<file path="src/hw/rtl/vfeg_pkg.sv">
package vfeg_pkg;

  localparam int unsigned IDX_W       = 12;
  localparam int unsigned VAL_OUT_W   = 8;
  localparam int unsigned VAL_MAX_W   = 16;
  localparam int unsigned DIR_W       = 3;
  localparam int unsigned MASK_W      = 6;
  localparam int unsigned NUM_DIRS    = 6;
  // fixed-point shift for the reciprocal divide, idx < 2**RECIP_SHIFT
  localparam int unsigned RECIP_SHIFT = 13;

  localparam int unsigned DEF_SIZE_X     = 16;
  localparam int unsigned DEF_SIZE_Y     = 16;
  localparam int unsigned DEF_SIZE_Z     = 16;
  localparam int unsigned DEF_VALUE_BITS = 8;

  localparam logic OP_WRITE = 1'b0;
  localparam logic OP_READ  = 1'b1;

  localparam logic [DIR_W-1:0] DIR_PX = 3'd0;
  localparam logic [DIR_W-1:0] DIR_PY = 3'd1;
  localparam logic [DIR_W-1:0] DIR_PZ = 3'd2;
  localparam logic [DIR_W-1:0] DIR_NX = 3'd3;
  localparam logic [DIR_W-1:0] DIR_NY = 3'd4;
  localparam logic [DIR_W-1:0] DIR_NZ = 3'd5;

  function automatic logic [DIR_W-1:0] opposite_dir(input logic [DIR_W-1:0] d);
    logic [DIR_W-1:0] r;
    if (d < DIR_NX) begin
      r = d + DIR_NX;
    end else begin
      r = d - DIR_NX;
    end
    return r;
  endfunction

endpackage

</file>
<file path="src/hw/rtl/vfeg_nbr_decode.sv">
module vfeg_nbr_decode #(
  parameter int unsigned SIZE_X = vfeg_pkg::DEF_SIZE_X,
  parameter int unsigned SIZE_Y = vfeg_pkg::DEF_SIZE_Y,
  parameter int unsigned SIZE_Z = vfeg_pkg::DEF_SIZE_Z
) (
  input  logic                           clk,
  input  logic [vfeg_pkg::IDX_W-1:0]     idx,
  output logic [vfeg_pkg::NUM_DIRS-1:0]  nb_ok
);

  localparam int unsigned IDX_W  = vfeg_pkg::IDX_W;
  localparam int unsigned SHIFT  = vfeg_pkg::RECIP_SHIFT;
  localparam int unsigned LAYER  = SIZE_X * SIZE_Y;
  localparam int unsigned MX     = (1 << SHIFT) / SIZE_X;
  localparam int unsigned ML     = (1 << SHIFT) / LAYER;
  localparam int unsigned PROD_W = IDX_W + SHIFT;
  localparam int unsigned CW     = IDX_W + 1;

  logic [PROD_W-1:0] prod_x;
  logic [PROD_W-1:0] prod_l;

  // stage 1: estimated quotients, may be one short
  logic [IDX_W-1:0] idx1_r;
  logic [IDX_W-1:0] qa0_r;
  logic [IDX_W-1:0] qz0_r;
  // stage 2: residues
  logic [IDX_W-1:0] qa0_2_r;
  logic [IDX_W-1:0] qz0_2_r;
  logic [CW-1:0]    ra_r;
  logic [CW-1:0]    rz_r;
  // stage 3: corrected quotients
  logic [IDX_W-1:0] qa_r;
  logic [IDX_W-1:0] x3_r;
  logic [IDX_W-1:0] z3_r;
  // stage 4: coordinates
  logic [IDX_W-1:0] x4_r;
  logic [IDX_W-1:0] y4_r;
  logic [IDX_W-1:0] z4_r;

  assign prod_x = PROD_W'(idx) * PROD_W'(MX);
  assign prod_l = PROD_W'(idx) * PROD_W'(ML);

  always_ff @(posedge clk) begin
    idx1_r  <= idx;
    qa0_r   <= prod_x[PROD_W-1:SHIFT];
    qz0_r   <= prod_l[PROD_W-1:SHIFT];

    qa0_2_r <= qa0_r;
    qz0_2_r <= qz0_r;
    ra_r    <= CW'(idx1_r) - CW'(qa0_r) * CW'(SIZE_X);
    rz_r    <= CW'(idx1_r) - CW'(qz0_r) * CW'(LAYER);

    if (ra_r >= CW'(SIZE_X)) begin
      qa_r <= qa0_2_r + IDX_W'(1);
      x3_r <= IDX_W'(ra_r - CW'(SIZE_X));
    end else begin
      qa_r <= qa0_2_r;
      x3_r <= IDX_W'(ra_r);
    end
    if (rz_r >= CW'(LAYER)) begin
      z3_r <= qz0_2_r + IDX_W'(1);
    end else begin
      z3_r <= qz0_2_r;
    end

    x4_r <= x3_r;
    y4_r <= qa_r - z3_r * IDX_W'(SIZE_Y);
    z4_r <= z3_r;
  end

  always_comb begin
    nb_ok[vfeg_pkg::DIR_PX] = (x4_r != IDX_W'(SIZE_X - 1));
    nb_ok[vfeg_pkg::DIR_PY] = (y4_r != IDX_W'(SIZE_Y - 1));
    nb_ok[vfeg_pkg::DIR_PZ] = (z4_r != IDX_W'(SIZE_Z - 1));
    nb_ok[vfeg_pkg::DIR_NX] = (x4_r != '0);
    nb_ok[vfeg_pkg::DIR_NY] = (y4_r != '0);
    nb_ok[vfeg_pkg::DIR_NZ] = (z4_r != '0);
  end

endmodule

</file>
<file path="config.mk">
export PLATFORM = sky130hd
export DESIGN_NAME = vfeg_nbr_decode
export DESIGN_NICKNAME = d
export VERILOG_FILES = /design/src/hw/rtl/vfeg_pkg.sv /design/src/hw/rtl/vfeg_nbr_decode.sv
export SDC_FILE = /design/constraint.sdc
export NUM_CORES = 1
export LEC_CHECK = 0
export BUFFER_PORTS_ARGS = -buffer_cell sky130_fd_sc_hd__buf_2
export CAP_MARGIN = 20
export CORE_MARGIN = 2
export CORE_UTILIZATION = 58
export DETAILED_ROUTE_END_ITERATION = 7
export PLACE_DENSITY_LB_ADDON = 0.2
export SLEW_MARGIN = 30
export SYNTH_ARGS = -nofsm -noshare
export SYNTH_HDL_FRONTEND = slang
export SYNTH_SLANG_ARGS = --single-unit
</file>
<file path="constraint.sdc">
create_clock -name clk -period 3.42 [get_ports clk]
set_clock_uncertainty 0.2 [all_clocks]
set_input_delay 0.684 -clock clk [delete_from_list [all_inputs] [get_ports clk]]
set_output_delay 0.684 -clock clk [all_outputs]
set_load 0.01 [all_outputs]
</file>
# After elaboration in Yosys (flattened, before gate mapping)
# Index checks and enable logic that the tools add are counted.
# word_totals
regBits,117
in_bits,13
output_inout_bits,6
word_cells,32
# classes
addsub,6
n_lt_le_gt_ge,2
eq_ne,3
n_mux,3
reduce_logical,3
# ops
operator,n
12-bit nonzero test,3
12-bit by 12-bit subtractor with 13-bit output,2
"12-bit by 4-bit != test with 1-bit output, second input constant",2
"13-bit by 5-bit >= comparator with 1-bit output, second input constant",1
"13-bit by 9-bit >= comparator with 1-bit output, second input constant",1
12-bit 2-to-1 mux,1
"12-bit by 5-bit subtractor with 12-bit output, second input constant",1
9-bit by 9-bit subtractor with 10-bit output,1
"8-bit by 1-bit adder with 9-bit output, second input constant",1
8-bit 2-to-1 mux,1
"4-bit by 1-bit adder with 5-bit output, second input constant",1
"5-bit by 4-bit != test with 1-bit output, second input constant",1
4-bit 2-to-1 mux,1

# Logic depth before layout (Yosys ltp)
# logic_depth
ltp_word,2
depth_mapped,7
ltp_nobuf,7

# Worst setup path after synthesis
# Ideal clock, no wire load.
# synth_path
path_type,register -> output
startpoint,register x4_r[5]
endpoint,output port nb_ok[0] (netlist bit)
t_arrival_ns,0.772
t_required_ns,2.536
slack_ns,1.764
stages_incl_launch_ff,3
n_path_buf,0
cell_sequence,dfxtp_1 > nor4_1 > nand3_1
# synth_between
elab_chain_len,1
# synth_rtl
item,line,rtl
from (decl),vfeg_nbr_decode.sv:36,logic [IDX_W-1:0] x4_r;
from (signal assigned),vfeg_nbr_decode.sv:66,x4_r <= x3_r;
12-bit by 4-bit != test with 1-bit output,vfeg_nbr_decode.sv:72,nb_ok[vfeg_pkg::DIR_PX] = (x4_r != IDX_W'(SIZE_X - 1));
to (decl),vfeg_nbr_decode.sv:8,output logic [vfeg_pkg::NUM_DIRS-1:0] nb_ok
# No other way between the ends.

# Worst setup path in the final report
# layout_path
startpoint,register x4_r[5]
endpoint,output port nb_ok[3] (netlist bit)
# layout_between
elab_chain_len,1
# layout_rtl
item,line,rtl
12-bit nonzero test,vfeg_nbr_decode.sv:75,nb_ok[vfeg_pkg::DIR_NX] = (x4_r != '0);
# No other way between the ends.

==> results.md <==
- Top post-synthesis cells by count: 77 x dfxtp_1, 12 x clkbuf_1, 7 x inv_1, 6 x nor2_1, 5 x ha_1
- Final instance area: approximately 0.0022 mm^2
- Period minus WS final: 2190 ps
- Post-synthesis mux area share: 0%
- Pwr Density: 745 mW/mm^2
- Via count: about 890
- Post-synthesis simple-gate area fraction: under 10%
- Met1 Resource Use GR: about 14%
- Part of the cycle the worst path needs: around 64%
- Critical path type: reg2out
- Met3 usage: under 10%
- Largest net degree at the start of global routing: 14
- N_diodes: 0
- Asr flop ratio synth: 0%
- Core area: just over 0.003 mm^2
- GR peak layer: met2
- Main combinational cell family by area after synthesis: simple AND/OR/NAND/NOR gates
- Worst hold path type: reg2reg
- Gr usage total: between 10% and 20%
- F_max: 456 MHz
- Die H: just over 60 um
- Setup_tns: 0 ps
- Crit start category: register
- RSZ-0062 raised after global routing: false
- I/O Buffers: 18
- Cts bufs inserted: 9
- Initial antenna violation count: 0
- First-pass GRT wire length: roughly 3600 um
- CTS resizes: 0
- CTS clock-pin slew for the worst setup and hold paths: 110 ps
- Finish-stage setup viols: 0
- R2r setup slk: roughly 1700 ps
- Vias in the first global route: just over 900
- Io pins: 19
- Routed len/inst: around 10 um
- Synth Area in XOR/XNOR: under 10%
- Synth Area per Inst: 14.1 um^2
- 1st-pass router iterations: 4
- Static Leakage: 0.975 nW
- Detailed placement HPWL: 1420 um
- Met2 usage: a little under a quarter
- Hold-fix buffers at CTS: 0
- Number of flops mapped to enable cells by yosys: 0
- TritonCTS clock tree: built
- Area of the mapped netlist: 0.00188 mm^2
- Grt ovf: 0
- Leading cell type by number of instances after synthesis: dfxtp_1
- Vias per cell: about 4.3
- Seq/Total Area, Yosys: 81.8%
- Crit end category: output pin
- Worst vdd ir: ~0.00040 V
- Status: finished, final reports clean
- Post-Synthesis Cells: between 100 and 150
- Post-Synth Adder-Cell Area: between 4 and 5%
- Core Rows: 20
- Worst EP arrival: around 1300 ps
- Die extent in x: between 60 and 70 um
- # Post-CTS Setup Buffers: 0
- Ys Warns: 0
- FF-to-FF End: y4_r[8]
- H-tree depth: 3
- Worst skew pair latency: 390 ps
- Final slew viol count: 0
- Largest cells by area after synthesis: dfxtp_1 82%, ha_1 3.3%, clkbuf_1 2.4%
- Fin. Hold Viols: 0
- Placer Congestion: 0.699
- Worst r2r src: qa_r[4]
- R2R cell count: 7
- Layout cells sized above 1: between 20 and 25%
- Post-Route WL: 2100 um
- Max Cap Viol: 0
- Post-route ant nets: 0
- Compound-Gate Fraction of Synth Area: roughly 2%
- Area leader, netlist: dfxtp_1
- Critical path fanouts, max: 2
- Buffer levels on the longest clock path: 2
- DR DRC count: 0
- Post-synth cell types: 22
- Area of the die: roughly 0.0037 mm^2
- Area Overhead vs Synth: 16.5%
- Dominant synthesized flop cell: dfxtp_1
- Placement Cell Area: 0.00202 mm^2
- Crit path to: nb_ok[3]
- Synth top area share: roughly four fifths
- CP startpoint: x4_r[5]
- Initial DRC count: 26
- Worst path required time: roughly 2500 ps
- Seq cells post-synth: a little under 80
- NumNets Final: 179
- Root buffer cell: clkbuf_4
- Initial Utilization: about three fifths
- Clk sinks: 77
- # fillers: approximately 220
==> metal layers <==
metal / part of all wire (%) / wire length [um] / vias up
li1: - / - / 463
met2: 51 / 1080 / 21
met5: 0 / 0 / -
met1: 42 / 872 / 404
met4: 2.1 / 45 / 0
met3: 5.0 / 105 / 4
==> per-stage QoR <==
step           hold WS (ps)  setup WS [ps]  total power [mW]  utilization [%]  instances
3_3_place_gp            110           1650              1.03             65.6        193
3_5_place_dp            112           1650              1.04             65.6        193
4_1_cts                 134           1190              1.65             71.3        209
2_1_floorplan           110           1760              1.02                -        143
5_1_grt                 133           1010              1.71             71.3        209
6_report                127           1230              1.64             71.3        209
==> power breakdown <==
part | leakage [nW] | total, mW | switching, mW | internal, mW
sequential | 0.650 | 0.971 | 0.0170 | 0.954
clock | 0.0962 | 0.621 | 0.283 | 0.338
combinational | 0.229 | 0.0445 | 0.0225 | 0.0221
total | 0.975 | 1.64 | 0.323 | 1.31
==> cell type report <==
cell class	count	area [um^2]	share of cell area, %
inverters	7	26.3	1.20
flip-flops and latches	77	1540	70.2
clock inverters	5	82.6	3.76
multi-input cells	47	305	13.9
clock buffers	11	95.1	4.33
well taps	44	55.1	2.51
repair buffers	18	90.1	4.10
==> state kept, by name, indices dropped and copies added, names as in the netlist <==
signal and flops:
z3_r 5, z4_r 5, idx1_r 11, rz_r 8, qa_r 9, qz0_2_r 4
x4_r 12, x3_r 12, qz0_r 1, y4_r 10
==> critical path, stage by stage (launching register included) <==
cell and delay, ps:
dfxtp_1 310, nor4_1 340, nand3_1 110, buf_2 150
==> cells in the final DEF, fill, tap and decap left out, types with 2 or more instances in the layout <==
cell / n
a21oi_1: 2
and4_1: 2
buf_2: 18
bufinv_16: 2
clkbuf_4: 9
clkbuf_8: 2
clkinv_4: 2
conb_1: 10
dfxtp_1: 77
ha_1: 5
inv_1: 7
nand3_1: 2
nand4_1: 3
nor2_1: 6
nor4_1: 4
or2_2: 2
xor2_1: 2
==> kinds of logic (layout without fill, tap and decap cells) <==
family	after synthesis	after routing
DFF	77	77
and+or+nand+nor	22	22
buffers and inverters	19	41
adders and majority gates	6	6
AOI/OAI and AO/OA	6	6
xor gates and xnor gates	3	3
other	1	10
==> worst min-delay path by stage <==
stage | startpoint | to | slack, ps | cells after the start
after CTS | idx1_r[10] | qz0_2_r[2] | 130 | 0
after global routing | idx[0] | idx1_r[0] | 130 | 1
after global placement | idx1_r[0] | rz_r[0] | 110 | 0
after detailed placement | idx1_r[9] | qz0_2_r[1] | 110 | 0
after floorplan | idx1_r[8] | qz0_2_r[0] | 110 | 0
final | idx1_r[10] | qz0_2_r[2] | 130 | 0
(Power assumes the default switching activity.)
